==> src/rtl/core/dsuv_pkg.sv <==
package dsuv_pkg;

   localparam int CORDIC_STEPS_DEF = 16;
   localparam int QUEUE_DEPTH      = 4;

   localparam int CSR_INDEX_W = 2;
   localparam logic [CSR_INDEX_W-1:0] CSR_CAMERA_X = 2'd0;
   localparam logic [CSR_INDEX_W-1:0] CSR_CAMERA_Y = 2'd1;
   localparam logic [CSR_INDEX_W-1:0] CSR_CAMERA_Z = 2'd2;

   localparam int RAD_W      = 66;
   localparam int ROOT_W     = 33;
   localparam int REM_W      = 36;
   localparam int SQRT_STEPS = 33;
   localparam int VEC_W      = 38;

   localparam logic [31:0] ATAN_TURNS [32] = '{
      32'd536870912, 32'd316933406, 32'd167458907, 32'd85004756, 32'd42667331,
      32'd21354465, 32'd10679838, 32'd5340245, 32'd2670163, 32'd1335087,
      32'd667544, 32'd333772, 32'd166886, 32'd83443, 32'd41722, 32'd20861,
      32'd10430, 32'd5215, 32'd2608, 32'd1304, 32'd652, 32'd326, 32'd163,
      32'd81, 32'd41, 32'd20, 32'd10, 32'd5, 32'd3, 32'd1, 32'd1, 32'd0
   };

   typedef struct packed {
      logic signed [31:0] particle_x;
      logic signed [31:0] particle_y;
      logic signed [31:0] particle_z;
      logic signed [31:0] turn_offset;
   } req_type;

   typedef struct packed {
      logic        [33:0] depth_distance;
      logic signed [31:0] u_coord;
      logic        [15:0] v_coord;
      logic               degenerate;
   } rsp_type;

   typedef struct packed {
      logic        [32:0] dmag_x;
      logic        [32:0] dmag_y;
      logic        [32:0] dmag_z;
      logic        [31:0] hmag_x;
      logic        [31:0] hmag_z;
      logic        [34:0] az_x;
      logic signed [35:0] az_y;
      logic               az_neg;
      logic signed [33:0] el_y;
      logic signed [31:0] turn_offset;
      logic               degenerate;
   } mid_type;

endpackage

==> src/rtl/core/dsuv_queue.sv <==
module dsuv_queue import dsuv_pkg::*; #(
   parameter int WIDTH = 8,
   parameter int DEPTH = QUEUE_DEPTH
) (
   input  logic             clock,
   input  logic             reset,
   input  logic             push,
   input  logic [WIDTH-1:0] wdata,
   output logic             full,
   input  logic             pop,
   output logic [WIDTH-1:0] rdata,
   output logic             empty
);
   localparam int PTR_W = (DEPTH > 1) ? $clog2(DEPTH) : 1;
   localparam int CNT_W = $clog2(DEPTH + 1);

   logic [WIDTH-1:0] slot_ff [DEPTH];
   logic [PTR_W-1:0] wr_ptr_ff, wr_ptr_in, rd_ptr_ff, rd_ptr_in;
   logic [CNT_W-1:0] count_ff, count_in;
   logic             do_push, do_pop;

   assign full    = (count_ff == CNT_W'(DEPTH));
   assign empty   = (count_ff == '0);
   assign do_push = push && !full;
   assign do_pop  = pop && !empty;
   assign rdata   = slot_ff[rd_ptr_ff];

   always_comb begin
      wr_ptr_in = wr_ptr_ff;
      rd_ptr_in = rd_ptr_ff;
      count_in  = count_ff;
      if (do_push) begin
         wr_ptr_in = (wr_ptr_ff == PTR_W'(DEPTH - 1)) ? '0 : wr_ptr_ff + 1'b1;
      end
      if (do_pop) begin
         rd_ptr_in = (rd_ptr_ff == PTR_W'(DEPTH - 1)) ? '0 : rd_ptr_ff + 1'b1;
      end
      if (do_push && !do_pop) begin
         count_in = count_ff + 1'b1;
      end else if (do_pop && !do_push) begin
         count_in = count_ff - 1'b1;
      end
   end

   always_ff @(posedge clock) begin
      if (reset) begin
         wr_ptr_ff <= '0;
         rd_ptr_ff <= '0;
         count_ff  <= '0;
      end else begin
         wr_ptr_ff <= wr_ptr_in;
         rd_ptr_ff <= rd_ptr_in;
         count_ff  <= count_in;
      end
   end

   always_ff @(posedge clock) begin
      if (do_push) begin
         slot_ff[wr_ptr_ff] <= wdata;
      end
   end

endmodule

==> config.mk <==
export PLATFORM = sky130hd
export DESIGN_NAME = dsuv_queue
export DESIGN_NICKNAME = d
export VERILOG_FILES = /design/src/rtl/core/dsuv_pkg.sv /design/src/rtl/core/dsuv_queue.sv
export SDC_FILE = /design/constraint.sdc
export NUM_CORES = 1
export LEC_CHECK = 0
export BUFFER_PORTS_ARGS = -buffer_cell sky130_fd_sc_hd__buf_2
export CORE_MARGIN = 8
export CORE_UTILIZATION = 35
export CTS_CLUSTER_SIZE = 12
export DETAILED_ROUTE_END_ITERATION = 16
export PLACE_DENSITY = 0.56
export SYNTH_ARGS = -nofsm -noshare
export SYNTH_HDL_FRONTEND = slang
export SYNTH_SLANG_ARGS = --single-unit
==> constraint.sdc <==
create_clock -name clock -period 6.5 [get_ports clock]
set_input_delay 0.975 -clock clock [delete_from_list [all_inputs] [get_ports clock]]
set_output_delay 0.975 -clock clock [all_outputs]
set_load 0.05 [all_outputs]
; Yosys cells after proc, flatten, opt, wreduce, memory -nomap -nowiden
; Memories as Yosys holds them, arrays and structs flattened. A register that Yosys moved wholly into a read port is not among the register bits.
; Cells that the tools add are included.
[totals]
ramBits = 32
latch_bits = 0
rom_bits = 0
wordCells = 29
inputBits = 12
memories = 1
reg_bits = 7
[mem_list]
columns = name, depth, width, read_ports, rd_clocked_by_memory_dff, wr, line_no
row1 = slot_ff, 4, 8, 1, 1, 1, dsuv_queue.sv:17  ; logic [WIDTH-1:0] slot_ff [DEPTH];
[op_classes]
magnitude_cmp = 0
mux = 8
multipliers = 0
bitwise = 0
n_eq_ne = 3
reduce_logical = 10
shift = 0
div = 0
n_addsub = 4
[op_table]
columns = op, n
row1 = $mux W2, 4
row2 = $mux W3, 2
row3 = $add A2 B1 Y2 const B, 2
row4 = $eq A2 B2 Y1 const B, 2
row5 = $logic_and A1 B1 Y1, 4
row6 = $logic_not A1 Y1, 4
row7 = $add A3 B1 Y3 const B, 1
row8 = $eq A3 B3 Y1 const B, 1
row9 = $logic_not A3 Y1, 1
row10 = $sub A3 B1 Y3 const B, 1
row11 = $mux W1, 2
row12 = $reduce_bool A2 Y1, 1

; Depth between registers and ports, before layout
[depth]
word_depth = 7
mapped_depth = 10

; Least setup slack after synthesis
; Ideal clock, no wire load.
[synth_path]
path_type = input -> register
start = in push
end = reg count_ff[2]
t_arrival_ns = 2.408
path_buffers = 0
cell_stages = 8
t_required_ns = 6.430
setup_time_ns = 0.070
path_slack_ns = 4.022
cell_sequence = inv_1 > nor2_2 > ha_1 > inv_1 > fa_1 > xor2_1 > or3_2 > a21oi_1
[synth_via]
elab_chain_len = 4
word_cells_on_any_way = 6
cone_classes = 1 x mux / 5 x reduce/logical
[synth_rtl]
columns = element, line_no
row1 = start: declaration, dsuv_queue.sv:7  ; input logic push,
row2 = $logic_and A1 B1 Y1 (*), dsuv_queue.sv:24  ; assign do_push = push && !full;
row3 = net do_push, dsuv_queue.sv:20  ; logic do_push, do_pop;
row4 = $logic_not A1 Y1, dsuv_queue.sv:40  ; end else if (do_pop && !do_push) begin
row5 = $logic_and A1 B1 Y1, dsuv_queue.sv:40
row6 = $reduce_bool A2 Y1 (no source line), --
row7 = end signal: assignment, dsuv_queue.sv:53  ; count_ff <= count_in;
row8 = end: declaration, dsuv_queue.sv:19  ; logic [CNT_W-1:0] count_ff, count_in;
; The timed path passes the listed nets; every way through them passes the cells marked *.
; A chain may end at the register's enable or synchronous reset.

==> results.yml <==
placement:
  io_buffers: 21
  dpl.hpwl_mm: 2.00
  place_inst: 163
  gp_congestion: 0.725
critical_path:
  crit_path_end_kind: "output port"
  crit_chain: "mux4_2, buf_2"
  critPathMaxStageDelay_ns: 0.69
  cp.required_ns: 5.52
  rr_startpoint: "count_ff[0]"
  endpoint: "rdata[0]"
  path_class: "reg2out"
  reg2reg_depth: 9
  crit_path_max_fanout: 8
  crit_slowest_cell: "dfxtp_1"
  reg2reg_slack_ns: 4.05
  r2r_end: "count_ff[2]"
  crit_path_start_kind: "register"
  worstPathArrival_ns: 1.79
synthesis:
  muxShareOfSynthArea: 0.122
  synth_compound_area_frac: 0.0304
  yosysUniqueCellTypes: 26
  synthAdderAreaFrac: 0.0578
  synthArstFlopShare: 0
  synth_warnings: 0
  synth_top_family_by_area: "multiplexers"
  ys_seq_area_frac: 0.694
  synthSimpleGateAreaFrac: 0.0570
  synth-seq-cells: 41
  syn_area_um2: 1650
  synthTopCellsByArea: "edfxtp_1 (58%), dfxtp_1 (11%), mux4_2 (11%)"
  syn_area_per_cell_um2: 17.9
  yosysTopAreaCell: "edfxtp_1"
  synth_xor_area_frac: 0.0106
  synth_ff_type: "edfxtp_1"
  synth_nets: 111
  synth_cells: 92
  synth_edf_count: 32
  synth_top_area_frac: 0.584
sta:
  tightest_slew_ns: 0.570
  slew-limit-headroom: 0.619
  tns_ns: 0
  skew_ns: 0.00640
  finalHoldViolCount: 0
  post-route-min-period_ns: 2.76
  rsz0062_at_grt: "no"
  drv_slew: 0
  post-route-period-util: 0.425
  fmax_ghz: 0.362
  report.final.setup_viol: 0
final_layout:
  final_util: 0.412
  n_antenna_cell: 0
  mostFrequentLayoutCell: "edfxtp_1"
  syn_to_final_growth_pct: 15.8
  drive_gt1_frac: 0.385
  final_cell_mix: "edfxtp_1 (32), buf_2 (21), dfxtp_1 (9)"
  fillers: 436
  finalNetCount: 135
  instances_no_fill: 171
floorplanning:
  core_um2: 4630
  die_h_um: 84.6
  num_rows: 25
  io_pins: 22
  die-area_um2: 7150
  initial_core_util: 0.355
  die_w_um: 84.6
clock_network:
  cts_tree: "yes"
  holdBufCountCts: 0
  h-tree-depth: 2
  cts_resized: 0
  post-cts-setup-buffer-count: 0
  cts.sinks: 41
  clock_path_buffers: 2
  clk_latency_ns: 0.29
  cts_root_buffer: "clkbuf_8"
  cts_buffers: 5
  path_clk_slew_ns: 0.08
grt:
  first_global_vias: 921
  grt-busiest-layer: "met2"
  grt_max_degree: 14
  grt_pass1_wl_mm: 4.60
  met1_usage: 0.0919
  overflow: 0
  met2_usage: 0.141
  grtUsageTotal: 0.0860
  antenna_found_initial: 0
  met3_usage: 0.0439
min_path:
  hold_class: "reg2reg"
  hold_depth: 2
route:
  postRouteWirelength_mm: 2.87
  drtIter0Drc: 64
  firstDrtPassIters: 3
  wl_per_cell_um: 16.8
  viasPerCell: 4.98
  drc: 0
  vias: 851
  drtAntennaViolNets: 0
power_and_ir_drop:
  total_leakage_power_nw: 0.701
  ir_worst_vdd_mv: 0.213
  p_per_area_nw_per_um2: 420
run_status:
  status: "complete, no violations"
flow_run:
  maxCapViolCount: 0
-- worst min path at each step --
stage	slack [ns]	from	end
after floorplan	0.46	rd_ptr_ff[0]	register
after global placement	0.48	rd_ptr_ff[0]	rd_ptr_ff[0]
after detailed placement	0.50	rd_ptr_ff[0]	rd_ptr_ff[0]
after CTS	0.51	rd_ptr_ff[0]	rd_ptr_ff[0]
after global routing	0.52	rd_ptr_ff[0]	rd_ptr_ff[0]
final	0.50	rd_ptr_ff[0]	rd_ptr_ff[0]
-- worst max-delay path: cells and delay by family (launching register included) --
kind	cells	cell delay, ns
flops	1	0.69
buf+inv	1	0.23
mux	1	0.59
-- flip-flops by register name (all words and copies together), names as in the netlist, named ones only --
name and flops:
wr_ptr_ff 2, rd_ptr_ff 2, slot_ff 32, count_ff 3
-- synth_stat cells, drive strengths merged (3+ instances only) --
cell type / number
a21oi: 3
dfxtp: 9
mux4: 8
nor2: 4
inv: 4
and3: 4
edfxtp: 32
ha: 6
buf: 3
-- where the power goes --
part           total [W]  leakage (nW)  internal, W  switching (W)
Clock           0.000202        0.0554     0.000115      0.0000870
Sequential      0.000352         0.367     0.000320      0.0000322
Combinational   0.000247         0.279    0.0000851       0.000162
-- area by class of cell --
| type | count | area (µm²) | area share |
|---|---|---|---|
| Clock buffer | 6 | 72.6 | 0.0381 |
| Clock inverter | 2 | 38.8 | 0.0204 |
| Inverter | 5 | 23.8 | 0.0125 |
| Multi-Input combinational cell | 42 | 457 | 0.240 |
| Sequential cell | 41 | 1140 | 0.599 |
| Tap cell | 54 | 67.6 | 0.0355 |
| Timing Repair Buffer | 21 | 105 | 0.0552 |
-- per-layer routing --
layer,vias to the layer above,part of all wire
met5,-,0
met1,429,0.42
met4,0,0.017
li1,396,-
met2,21,0.50
met3,5,0.063
-- stage by stage --
stage | hold slack (ns) | instance area (µm²) | power (W) | worst slack, ns
after floorplan | 0.463 | 1650 | 0.000554 | 4.02
after global placement | 0.475 | 1790 | 0.000602 | 3.83
after detailed placement | 0.497 | 1790 | 0.000609 | 3.71
after CTS | 0.508 | 1910 | 0.000813 | 3.66
after global routing | 0.522 | 1910 | 0.000841 | 3.59
final | 0.503 | 1910 | 0.000801 | 3.74
-- logic make-up after synthesis --
family | after synthesis
AOI/OAI and AO/OA | 7
xor gates and xnor gates | 2
adders and majority gates | 7
buffers and inverters | 9
DFF | 41
muxes | 10
and+or+nand+nor | 16
Note: power is estimated with default switching activity, not from simulation.
