## src/rtl/core/dsuv_pkg.sv

```systemverilog
package dsuv_pkg;

   localparam int CORDIC_STEPS_DEF = 16;
   localparam int QUEUE_DEPTH      = 4;

   localparam int CSR_INDEX_W = 2;
   localparam logic [CSR_INDEX_W-1:0] CSR_CAMERA_X = 2'd0;
   localparam logic [CSR_INDEX_W-1:0] CSR_CAMERA_Y = 2'd1;
   localparam logic [CSR_INDEX_W-1:0] CSR_CAMERA_Z = 2'd2;

   localparam int RAD_W      = 66;
   localparam int ROOT_W     = 33;
   localparam int REM_W      = 36;
   localparam int SQRT_STEPS = 33;
   localparam int VEC_W      = 38;

   localparam logic [31:0] ATAN_TURNS [32] = '{
      32'd536870912, 32'd316933406, 32'd167458907, 32'd85004756, 32'd42667331,
      32'd21354465, 32'd10679838, 32'd5340245, 32'd2670163, 32'd1335087,
      32'd667544, 32'd333772, 32'd166886, 32'd83443, 32'd41722, 32'd20861,
      32'd10430, 32'd5215, 32'd2608, 32'd1304, 32'd652, 32'd326, 32'd163,
      32'd81, 32'd41, 32'd20, 32'd10, 32'd5, 32'd3, 32'd1, 32'd1, 32'd0
   };

   typedef struct packed {
      logic signed [31:0] particle_x;
      logic signed [31:0] particle_y;
      logic signed [31:0] particle_z;
      logic signed [31:0] turn_offset;
   } req_type;

   typedef struct packed {
      logic        [33:0] depth_distance;
      logic signed [31:0] u_coord;
      logic        [15:0] v_coord;
      logic               degenerate;
   } rsp_type;

   typedef struct packed {
      logic        [32:0] dmag_x;
      logic        [32:0] dmag_y;
      logic        [32:0] dmag_z;
      logic        [31:0] hmag_x;
      logic        [31:0] hmag_z;
      logic        [34:0] az_x;
      logic signed [35:0] az_y;
      logic               az_neg;
      logic signed [33:0] el_y;
      logic signed [31:0] turn_offset;
      logic               degenerate;
   } mid_type;

endpackage

```

## src/rtl/core/dsuv_front.sv

```systemverilog
module dsuv_front import dsuv_pkg::*; (
   input  logic                   clock,
   input  logic                   reset,
   input  logic                   req_push,
   input  req_type                req_data,
   output logic                   req_full,
   input  logic                   csr_valid,
   input  logic [CSR_INDEX_W-1:0] csr_index,
   input  logic [31:0]            csr_data,
   output logic                   mid_push,
   output mid_type                mid_data,
   input  logic                   mid_full
);
   logic [31:0] cam_x_ff, cam_y_ff, cam_z_ff;
   logic        vld_ff, vld_in;
   mid_type     mid_ff, mid_in;
   logic        accept;

   logic [32:0] dfx, dfy, dfz;
   logic [34:0] dx, dy, dz, abs_x, abs_y, abs_z;
   logic [33:0] y4_mag;
   logic [35:0] dz_ext;

   assign req_full = vld_ff && mid_full;
   assign accept   = req_push && !req_full;
   assign mid_push = vld_ff && !mid_full;
   assign mid_data = mid_ff;

   function automatic logic [32:0] mag33(input logic [32:0] v);
      mag33 = v[32] ? (~v + 1'b1) : v;
   endfunction

   always_comb begin
      dfx = {req_data.particle_x[31], req_data.particle_x} - {cam_x_ff[31], cam_x_ff};
      dfy = {req_data.particle_y[31], req_data.particle_y} - {cam_y_ff[31], cam_y_ff};
      dfz = {req_data.particle_z[31], req_data.particle_z} - {cam_z_ff[31], cam_z_ff};
      dx = {cam_x_ff[31], cam_x_ff, 2'b00}
         - {{3{req_data.particle_x[31]}}, req_data.particle_x};
      dy = {cam_y_ff[31], cam_y_ff, 2'b00}
         - {{3{req_data.particle_y[31]}}, req_data.particle_y};
      dz = {cam_z_ff[31], cam_z_ff, 2'b00}
         - {{3{req_data.particle_z[31]}}, req_data.particle_z};
      abs_x  = dx[34] ? (~dx + 1'b1) : dx;
      abs_y  = dy[34] ? (~dy + 1'b1) : dy;
      abs_z  = dz[34] ? (~dz + 1'b1) : dz;
      y4_mag = {2'b00, abs_y[33:2]};
      dz_ext = {dz[34], dz};

      mid_in             = mid_ff;
      mid_in.dmag_x      = mag33(dfx);
      mid_in.dmag_y      = mag33(dfy);
      mid_in.dmag_z      = mag33(dfz);
      mid_in.hmag_x      = abs_x[33:2];
      mid_in.hmag_z      = abs_z[33:2];
      mid_in.az_x        = abs_x;
      mid_in.az_y        = dx[34] ? $signed(~dz_ext + 1'b1) : $signed(dz_ext);
      mid_in.az_neg      = dx[34];
      mid_in.el_y        = dy[34] ? $signed(~y4_mag + 1'b1) : $signed(y4_mag);
      mid_in.turn_offset = req_data.turn_offset;
      mid_in.degenerate  = (dx == '0) && (dz == '0);

      vld_in = vld_ff;
      if (accept) begin
         vld_in = 1'b1;
      end else if (mid_push) begin
         vld_in = 1'b0;
      end
   end

   always_ff @(posedge clock) begin
      if (reset) begin
         vld_ff   <= 1'b0;
         cam_x_ff <= '0;
         cam_y_ff <= '0;
         cam_z_ff <= '0;
      end else begin
         vld_ff <= vld_in;
         if (csr_valid) begin
            case (csr_index)
               CSR_CAMERA_X: cam_x_ff <= csr_data;
               CSR_CAMERA_Y: cam_y_ff <= csr_data;
               CSR_CAMERA_Z: cam_z_ff <= csr_data;
               default: ;
            endcase
         end
      end
   end

   always_ff @(posedge clock) begin
      if (accept) begin
         mid_ff <= mid_in;
      end
   end

endmodule

```

## config.mk

```make
export PLATFORM = sky130hd
export DESIGN_NAME = dsuv_front
export DESIGN_NICKNAME = d
export VERILOG_FILES = /design/src/rtl/core/dsuv_pkg.sv /design/src/rtl/core/dsuv_front.sv
export SDC_FILE = /design/constraint.sdc
export NUM_CORES = 1
export LEC_CHECK = 0
export BUFFER_PORTS_ARGS = -buffer_cell sky130_fd_sc_hd__buf_4
export CORE_UTILIZATION = 46
export DETAILED_ROUTE_END_ITERATION = 16
export PLACE_DENSITY = 0.71
export SLEW_MARGIN = 20
export SYNTH_ARGS = -nofsm -noshare
export SYNTH_HDL_FRONTEND = slang
export SYNTH_SLANG_ARGS = --single-unit
export TNS_END_PERCENT = 10
```

## constraint.sdc

```tcl
create_clock -name clock -period 14.7 [get_ports clock]
set_input_delay 2.205 -clock clock [delete_from_list [all_inputs] [get_ports clock]]
set_output_delay 2.205 -clock clock [all_outputs]
set_load 0.01 [all_outputs]
```

Yosys cells after proc, flatten, opt, wreduce, memory -nomap -nowiden
Cells that the tools add are included.
{"block": "totals", "register_bits": 399, "output_inout_bits": 304, "elab_cells": 67, "input_bits": 167}
{"block": "classes", "bitwise": 8, "add_sub_neg": 14, "eq_ne": 2, "muxes": 10, "reduce_logical": 13}
{"operator": "$mux 32", "count": 4}
{"operator": "$sub 34x32->35", "count": 3}
{"operator": "$add 34x1->34 const B", "count": 3}
{"operator": "$mux 34", "count": 3}
{"operator": "$add 33x1->33 const B", "count": 3}
{"operator": "$not 33->33", "count": 3}
{"operator": "$sub 32x32->33", "count": 3}
{"operator": "$logic_not 35->1", "count": 2}
{"operator": "$not 34->34", "count": 2}
{"operator": "$add 36x1->36 const B", "count": 1}
{"operator": "$mux 36", "count": 1}
{"operator": "$not 36->36", "count": 1}
{"operator": "$add 35x1->35 const B", "count": 1}
{"operator": "$not 35->35", "count": 1}
{"operator": "$not 32->34", "count": 1}
{"operator": "$reduce_and 2->1", "count": 3}
{"operator": "$logic_and 1x1->1", "count": 4}
{"operator": "$eq 2x1->1 const B", "count": 1}
{"operator": "$eq 2x2->1 const B", "count": 1}
{"operator": "$logic_not 1->1", "count": 2}
{"operator": "$logic_not 2->1", "count": 1}
{"operator": "$mux 1", "count": 2}
{"operator": "$reduce_bool 2->1", "count": 1}

Longest topological paths before layout
Gate-level depths: netlist of the first run.
{"block": "depth", "word_depth": 7, "ltp_mapped": 24, "mapped_depth_nobuf": 18}

Worst setup path before layout of the first run
OpenSTA, ideal clock, no wires.
{"block": "synth_timing", "path_kind": "in2reg", "startpoint": "input port mid_full", "endpoint": "register mid_ff (netlist bit mid_data[0]) (enable)", "required_ns": 13.764, "n_path_buf": 0, "arrival_time_ns": 14.273, "stages": 2, "setup_ns": 0.936, "path_slack_ns": -0.509, "cell_sequence": "and2_1 nor2b_1"}
{"block": "synth_between", "elab_chain_cells": 3}
{"element": "from (decl)", "line_no": "dsuv_front.sv:12", "source": "input logic mid_full"}
{"element": "$logic_and 1x1->1", "line_no": "dsuv_front.sv:24", "source": "assign req_full = vld_ff && mid_full;"}
{"element": "$logic_not 1->1", "line_no": "dsuv_front.sv:25", "source": "assign accept = req_push && !req_full;"}
{"element": "$logic_and 1x1->1", "line_no": "dsuv_front.sv:25"}
{"element": "net accept", "line_no": "dsuv_front.sv:17", "source": "logic accept;"}
{"element": "to (signal assigned)", "line_no": "dsuv_front.sv:91", "source": "mid_ff <= mid_in;"}
{"element": "to (decl)", "line_no": "dsuv_front.sv:16", "source": "mid_type mid_ff, mid_in;"}
The timed path passes the listed nets, and every way through them passes these cells.
A chain may end at the register's enable or synchronous reset.

==> results of run 1 <==
[worst paths after layout]
check	start	endpoint	slack [ns]	depth (start not counted)
max reg2reg	cam_x_ff[0]$_SDFFE_PP0P_	mid_data[0]$_DFFE_PP_	8.76	16
min	cam_x_ff[23]$_SDFFE_PP0P_	cam_x_ff[23]$_SDFFE_PP0P_	0.48	2
max	req_data[98]	mid_data[0]$_DFFE_PP_	7.42	18
min reg2reg	cam_x_ff[23]$_SDFFE_PP0P_	cam_x_ff[23]$_SDFFE_PP0P_	0.48	2
[cell usage after synthesis (14+ instances only)]
library cell and n:
and3_1 36, nand2_1 398, o21a_1 38, a31oi_1 34, dfxtp_1 97, and2_1 22
o31ai_1 40, nor4_1 29, a21o_1 105, nor2_1 222, nand3_1 69, o21bai_1 31
nand2b_1 27, edfxtp_1 270, and4_1 14, or3_1 25, or2_2 20, o211ai_1 25
clkbuf_1 107, a21oi_1 313, xnor2_1 276, nor3_1 72, ha_1 200, inv_1 276
o21ai_0 148, a211oi_1 19, xor2_1 128, nor2b_1 27, nand4_1 43, buf_4 34
[power by group]
| part | total (mW) | internal, mW | leakage [nW] | switching [mW] |
|---|---|---|---|---|
| logic | 1.07 | 0.461 | 10.2 | 0.607 |
| clock network | 1.09 | 0.629 | 0.702 | 0.461 |
| registers | 1.33 | 1.27 | 3.40 | 0.0611 |
| total | 3.49 | 2.36 | 14.3 | 1.13 |
[stage by stage]
step	power (mW)	setup WS, ns	instance area, um2
3_5_place_dp	2.41	6.89	33400
2_1_floorplan	2.05	4.77	29500
5_1_grt	3.66	7.13	34800
4_1_cts	3.51	7.53	34800
3_3_place_gp	2.40	6.98	33400
6_report	3.49	7.42	34900
[state kept, by name, summed over array words and instances (netlist names)]
signal    cells
mid_data    270
cam_y_ff     32
vld_ff        1
cam_x_ff     32
cam_z_ff     32
[cells by family after synthesis]
logic type	after synthesis	share of synthesized area, %
adders and majority gates	203	8.70
buffers and inverters	436	6.32
and+or+nand+nor	1079	17.9
muxes	11	0.416
xor gates and xnor gates	408	12.2
AOI/OAI and AO/OA	914	20.3
DFF	367	34.1
[per-layer routing]
| metal | GRT usage, % | vias to the layer above |
|---|---|---|
| li1 | - | 13000 |
| met1 | 35.5 | 12000 |
| met2 | 39.4 | 784 |
| met3 | 4.08 | 118 |
| met4 | 10.4 | 2 |
| met5 | 0 | - |
[final cells by class]
type	instances	area (um2)	share of cell area, %
Sequential cell	367	10000	28.8
Tap cell	846	1060	3.04
Timing Repair Buffer	487	3660	10.5
Clock inverter	19	216	0.621
Antenna cell	11	27.5	0.0790
Clock buffer	59	1230	3.53
Inverter	277	1040	2.98
Multi-Input combinational cell	2615	17600	50.4
[worst reg2reg max path, stage by stage (launching register included)]
cell       delay, ns
dfxtp_1         0.35
ha_1            0.38
a21o_1          0.13
a21oi_1         0.09
o21ai_0         0.30
a2111oi_0       0.21
or4b_2          0.73
a21o_1          0.25
o21ai_0         0.35
nand4_1         0.13
o21ai_0         0.12
o21a_1          0.17
o31a_2          0.76
clkinv_1        0.72
buf_4           0.44
or4_1           0.56
nor2_1          0.09
==> impl_metrics.env, run 1 <==
export IMPL_antenna_found_initial=10
export IMPL_final_layout_size_suffix_gt1_share_pct=16.7
export IMPL_grt_start_max_net_pins=98
export IMPL_wl_met3_um=5540
export IMPL_tns_ns=0
export IMPL_via_per_inst=5.52
export IMPL_final_cells=4681
export IMPL_synth_distinct_cells=118
export IMPL_yosys_warnings=0
export IMPL_detail_route_iter0_violations=1817
export IMPL_cts_path_max_buffers=3
export IMPL_vdd_ir_drop_max_mv=0.0785
export IMPL_drc_errors=0
export IMPL_ant_nets=0
export IMPL_whs_ns=0.477
export IMPL_crit_family="compound AO/OA/AOI/OAI gates"
export IMPL_gr_total_overflow=0
export IMPL_synth_edf_count=270
export IMPL_fin_nets=4161
export IMPL_cap_violations=0
export IMPL_critical_path_max_stage_delay_ns=0.75
export IMPL_wl_met1_um=39600
export IMPL_dr_wl_met2_um=37700
export IMPL_cts_clk_slew_worst_paths_ns=0.06
export IMPL_numCtsBuffers=43
export IMPL_syn_inst=3418
export IMPL_post_synth_cell_area_avg_um2=8.62
export IMPL_synthesis_area_um2=29500
export IMPL_cp_end_kind="flip-flop"
export IMPL_htree_levels=2
export IMPL_core_um2=63200
export IMPL_dp_cells=4592
export IMPL_insertion_delay_ns=0.61
export IMPL_vias=25800
export IMPL_ys_ff_latch=367
export IMPL_synth_fp_nets=3788
export IMPL_hold_viol=0
export IMPL_path_class="in -> reg"
export IMPL_final_fill_count=5807
export IMPL_grt_use_total_pct=25.6
export IMPL_utilization_pct=55.2
export IMPL_worst_slew_pin_slew_ns=1.07
export IMPL_synth_ff_type="edfxtp_1"
export IMPL_grt_pass1_vias=23800
export IMPL_die_width_um=255
export IMPL_synthArstFlopShare_pct=0
export IMPL_cts_tree="built"
export IMPL_rsz0062_at_grt="no"
export IMPL_clock_sinks=367
export IMPL_cp_num_buf_inv=4
export IMPL_fin_crit_ns=7.28
export IMPL_wl_per_cell_um=18.4
export IMPL_fmax_ghz=0.137
export IMPL_crit_top_cell="o21ai_0"
export IMPL_maxUsedRoutingLayer="met5"
export IMPL_cts_setup_buffers=0
export IMPL_initial_core_util_pct=46.6
export IMPL_critPathArrivalTime_ns=7.74
export IMPL_dieHeight_um=255
export IMPL_start_kind="input port"
export IMPL_final_period_utilization_pct=49.6
export IMPL_relSlewSlack_pct=28.4
export IMPL_required_ns=15.16
export IMPL_finalSetupViolCount=0
export IMPL_synth_top_area_share_pct=27.5
export IMPL_layout_common_cells="buf_4 (487), nand2_1 (398), a21oi_1 (313)"
export IMPL_worstPathCellList="buf_4 -> inv_1 -> ha_1 -> a21o_1 -> a21oi_1 -> o21ai_0 -> a2111oi_0 -> or4b_2 -> a21o_1 -> o21ai_0 -> nand4_1 -> o21ai_0 -> o21a_1 -> o31a_2 -> clkinv_1 -> buf_4 -> or4_1 -> nor2_1"
export IMPL_final_max_slew_viol_count=0
export IMPL_yosysSeqAreaShare_pct=34.1
export IMPL_cts_repair_resized=0
export IMPL_outcome="complete, no violations"
export IMPL_cpMaxStageDelayCell="o31a_2"
export IMPL_gp_congestion=0.946
export IMPL_worstPathMaxFanout=38
export IMPL_min_path_type="reg -> reg"
export IMPL_die_area_um2=65100
export IMPL_mostFrequentLayoutCell="buf_4"
export IMPL_rows=92
export IMPL_firstDrtPassIters=6
export IMPL_wl_um=86000
export IMPL_synth_top_area_cell="edfxtp_1"
export IMPL_netlist_top_cells_area="edfxtp_1 (28%), ha_1 (8.5%), xnor2_1 (8.2%)"
export IMPL_p_leak_nw=14.3
export IMPL_pwr_density_cell_nw_per_um2=100
export IMPL_fin_skew_ns=0.0409
export IMPL_grt_first_pass_wirelength_um=131000
export IMPL_root_buffer="clkbuf_16"
export IMPL_ios=471
export IMPL_hpwl_um=68500
export IMPL_port_buffer_count=470
export IMPL_syn_to_final_growth_pct=18.3
export IMPL_cts_hold_fix_buffers=0
Power figures use the tool's default switching activity.
==> run 2: changes to the inputs <==
Clock period 14.7 ns to 6.5 ns, I/O delays scaled along.
==> impl_metrics.env, run 2 (synthesized netlist as in run 1, its figures left out) <==
export IMPL_ios=471
export IMPL_grt_pass1_vias=23300
export IMPL_required_ns=6.83
export IMPL_cts_setup_buffers=0
export IMPL_largest_reg_flops=270
export IMPL_final_period_utilization_pct=82.2
export IMPL_vias=25900
export IMPL_wl_per_cell_um=18.4
export IMPL_die_width_um=255
export IMPL_finalSetupViolCount=0
export IMPL_core_um2=63200
export IMPL_htree_levels=2
export IMPL_dp_cells=4597
export IMPL_clock_sinks=367
export IMPL_path_class="in -> reg"
export IMPL_tns_ns=0
export IMPL_gp_congestion=0.944
export IMPL_fin_crit_ns=5.34
export IMPL_start_kind="input port"
export IMPL_stdcell_area_um2=34900
export IMPL_cap_violations=0
export IMPL_grt_start_max_net_pins=149
export IMPL_drc_errors=0
export IMPL_final_max_slew_viol_count=0
export IMPL_initial_core_util_pct=46.6
export IMPL_dieHeight_um=255
export IMPL_outcome="complete, no violations"
export IMPL_rsz0062_at_grt="no"
export IMPL_worst_slew_pin_slew_ns=1.05
export IMPL_syn_to_final_growth_pct=18.4
export IMPL_antenna_found_initial=4
export IMPL_placed_area_um2=33400
export IMPL_via_per_inst=5.53
export IMPL_final_layout_size_suffix_gt1_share_pct=16.9
export IMPL_critPathArrivalTime_ns=5.67
export IMPL_fin_skew_ns=0.0611
export IMPL_firstDrtPassIters=5
export IMPL_die_area_um2=65100
export IMPL_grt_first_pass_wirelength_um=131000
export IMPL_vdd_ir_drop_max_mv=0.160
export IMPL_layout_common_cells="buf_4 (490), nand2_1 (398), a21oi_1 (313)"
export IMPL_grt_use_total_pct=25.6
export IMPL_hold_depth=2
export IMPL_cts_path_max_buffers=3
export IMPL_fmax_ghz=0.187
export IMPL_detail_route_iter0_violations=2008
export IMPL_final_cells=4675
export IMPL_cp_end_kind="flip-flop"
export IMPL_port_buffer_count=470
export IMPL_min_path_type="reg -> reg"
export IMPL_ant_nets=0
export IMPL_p_leak_nw=14.3
export IMPL_wl_um=86100
export IMPL_mostFrequentLayoutCell="buf_4"
export IMPL_hpwl_um=68200
export IMPL_numCtsBuffers=41
export IMPL_hold_viol=0
export IMPL_relSlewSlack_pct=29.8
export IMPL_cts_hold_fix_buffers=0
export IMPL_worstPathMaxFanout=10
export IMPL_rows=92
export IMPL_insertion_delay_ns=0.61
export IMPL_reg2reg_depth=14
export IMPL_gr_total_overflow=0
export IMPL_cts_clk_slew_worst_paths_ns=0.07
export IMPL_cts_repair_resized=0
export IMPL_pwr_density_cell_nw_per_um2=226
export IMPL_root_buffer="clkbuf_16"
export IMPL_fin_nets=4164
export IMPL_cts_tree="built"
==> run 2: stage by stage <==
stage | setup slack, ns | power (mW) | hold slack [ns] | utilization, %
CTS | 1.22 | 7.94 | 0.478 | 55.2
detailed placement | 0.602 | 5.46 | 0.469 | 52.9
floorplan | 0.839 | 4.61 | 0.453 | -
finish | 1.16 | 7.89 | 0.478 | 55.2
global placement | 0.646 | 5.45 | 0.465 | 52.9
global route | 0.829 | 8.27 | 0.509 | 55.2
==> run 2: critical path: stages <==
cell       delay [ns]
buf_4            0.12
inv_1            0.05
ha_1             0.45
nor3b_2          0.41
a2bb2oi_2        0.42
xor2_1           0.24
nor4b_4          0.55
nand3_4          0.15
nor4_4           0.27
or3b_1           0.49
o31a_1           0.33
and3_1           0.22
nor4_4           0.40
nand2_2          0.12
o41ai_2          0.37
xnor2_1          0.11
==> run 2: cell type report <==
class                      instances  area, um2
fill                            5851      28300
multi-input combinational       2615      17600
sequential                       367      10000
timing repair buffer             492       3720
clock buffer                      46       1100
tap                              846       1060
inverter                         277       1040
clock inverter                    28        325
antenna                            4       10.0
==> run 2: report_power, final <==
part | internal (mW) | switching, mW | total, mW
Sequential | 2.88 | 0.133 | 3.01
Combinational | 1.05 | 1.39 | 2.43
Clock | 1.40 | 1.05 | 2.45
Total | 5.33 | 2.57 | 7.89
==> run 2: per-layer routing <==
layer	up-vias	global-route usage, %	share of wire [%]	wire (um)
li1	12900	-	-	-
met1	12000	36.4	47	40400
met2	793	39.1	43	37400
met3	110	4.09	6.3	5400
met4	0	8.78	3.3	2840
met5	-	0	0	0
==> run 2: worst paths after layout <==
check	from	to	slack [ns]
worst min-delay path	cam_x_ff[25]$_SDFFE_PP0P_	cam_x_ff[25]$_SDFFE_PP0P_	0.48
worst min register to register	cam_x_ff[25]$_SDFFE_PP0P_	cam_x_ff[25]$_SDFFE_PP0P_	0.48
worst max-delay path	req_data[66]	mid_data[64]$_DFFE_PP_	1.16
worst max register to register	cam_y_ff[1]$_SDFFE_PP0P_	mid_data[64]$_DFFE_PP_	1.28
==> run 3: changes to the inputs <==
Settings changed: PLACE_DENSITY 0.71 to 0.68.
Clock period 6.5 ns to 5.55 ns, I/O delays scaled along.
==> impl_metrics.env, run 3 (synthesized netlist as in run 1, its figures left out) <==
export IMPL_gp_congestion=0.932
export IMPL_hold_viol=0
export IMPL_grt_use_total_pct=26.4
export IMPL_grt_start_max_net_pins=99
export IMPL_port_buffer_count=470
export IMPL_outcome="complete, no violations"
export IMPL_insertion_delay_ns=0.60
export IMPL_rsz0062_at_grt="no"
export IMPL_ant_nets=0
export IMPL_dieHeight_um=255
export IMPL_cts_clk_slew_worst_paths_ns=0.06
export IMPL_initial_core_util_pct=46.6
export IMPL_fin_crit_ns=4.96
export IMPL_wl_per_cell_um=18.5
export IMPL_detail_route_iter0_violations=1701
export IMPL_start_kind="input port"
export IMPL_numCtsBuffers=44
export IMPL_htree_levels=2
export IMPL_mostFrequentLayoutCell="buf_4"
export IMPL_pwr_density_cell_nw_per_um2=264
export IMPL_final_layout_size_suffix_gt1_share_pct=18.7
export IMPL_stdcell_area_um2=35600
export IMPL_hpwl_um=70600
export IMPL_via_per_inst=5.49
export IMPL_final_max_slew_viol_count=0
export IMPL_die_area_um2=65100
export IMPL_final_period_utilization_pct=89.4
export IMPL_worstPathMaxFanout=6
export IMPL_vias=26200
export IMPL_relSlewSlack_pct=28.6
export IMPL_wl_um=88400
export IMPL_cp_end_kind="flip-flop"
export IMPL_finalSetupViolCount=0
export IMPL_cts_repair_resized=0
export IMPL_cap_violations=0
export IMPL_worst_slew_pin_slew_ns=1.07
export IMPL_p_leak_nw=14.8
export IMPL_firstDrtPassIters=5
export IMPL_cts_setup_buffers=0
export IMPL_min_path_type="in -> reg"
export IMPL_path_class="in -> reg"
export IMPL_layout_common_cells="buf_4 (579), nand2_1 (398), a21oi_1 (313)"
export IMPL_cts_path_max_buffers=3
export IMPL_ios=471
export IMPL_placed_area_um2=34100
export IMPL_cts_hold_fix_buffers=0
export IMPL_antenna_found_initial=5
export IMPL_cts_tree="built"
export IMPL_clock_sinks=367
export IMPL_gr_total_overflow=0
export IMPL_largest_reg_flops=270
export IMPL_critPathArrivalTime_ns=5.28
export IMPL_syn_to_final_growth_pct=20.9
export IMPL_fin_nets=4257
export IMPL_grt_pass1_vias=24000
export IMPL_drc_errors=0
export IMPL_root_buffer="clkbuf_16"
export IMPL_core_um2=63200
export IMPL_vdd_ir_drop_max_mv=0.236
export IMPL_fmax_ghz=0.202
export IMPL_required_ns=5.87
export IMPL_tns_ns=0
export IMPL_rows=92
export IMPL_fin_skew_ns=0.0393
export IMPL_grt_first_pass_wirelength_um=134000
export IMPL_die_width_um=255
## run 3: worst paths after layout
check             cells after the start  slack, ns                   endpoint                 startpoint
hold reg to reg                       2       0.48  cam_x_ff[27]$_SDFFE_PP0P_  cam_x_ff[27]$_SDFFE_PP0P_
hold / removal                        1       0.42     mid_data[12]$_DFFE_PP_               req_data[11]
setup reg to reg                     13       0.63     mid_data[60]$_DFFE_PP_   cam_y_ff[1]$_SDFFE_PP0P_
setup / recovery                     15       0.59     mid_data[60]$_DFFE_PP_               req_data[68]
## run 3: critical path: stages
cell and delay, ns:
buf_4 0.11, inv_1 0.05, ha_1 0.33, a21o_4 0.25, a221o_2 0.47, mux2_4 0.34, a2111oi_0 0.44, or4b_1 0.64
mux2_4 0.35, o32ai_2 0.29, nand4b_2 0.20, nor4_4 0.38, a211oi_1 0.13, o31ai_1 0.36, xnor2_1 0.10
## run 3: power breakdown
| group | total (mW) | switching (mW) | leakage [nW] | internal, mW |
|---|---|---|---|---|
| registers | 3.53 | 0.158 | 3.40 | 3.37 |
| logic | 2.93 | 1.65 | 10.7 | 1.29 |
| clock network | 2.96 | 1.21 | 0.725 | 1.75 |
| total | 9.42 | 3.01 | 14.8 | 6.41 |
## run 3: cell type report
class / count / area (um2)
antenna: 6 / 15.0
clock buffer: 58 / 1220
clock inverter: 22 / 250
fill: 5863 / 27600
inverter: 277 / 1040
multi-input combinational: 2615 / 17600
sequential: 367 / 10000
tap: 846 / 1060
timing repair buffer: 582 / 4410
## run 3: layer usage
metal / part of all wire [%] / vias up / global-route usage (%) / wire length (um)
met1: 47 / 12100 / 36.9 / 41400
met3: 5.8 / 144 / 3.68 / 5080
met2: 43 / 785 / 40.8 / 38300
li1: - / 13200 / - / -
met4: 4.0 / 0 / 10.7 / 3570
met5: 0 / - / 0 / 0
## run 3: per-stage QoR
stage	utilization [%]	hold slack, ns	std cells	worst slack, ns	power (mW)
3_3_place_gp	54.0	0.463	4687	0.0513	6.47
5_1_grt	56.4	0.396	4772	0.335	9.87
6_report	56.4	0.423	4773	0.588	9.42
3_5_place_dp	54.0	0.471	4687	0.0399	6.48
2_1_floorplan	-	0.453	3418	0.0320	5.40
4_1_cts	56.3	0.383	4767	0.671	9.48
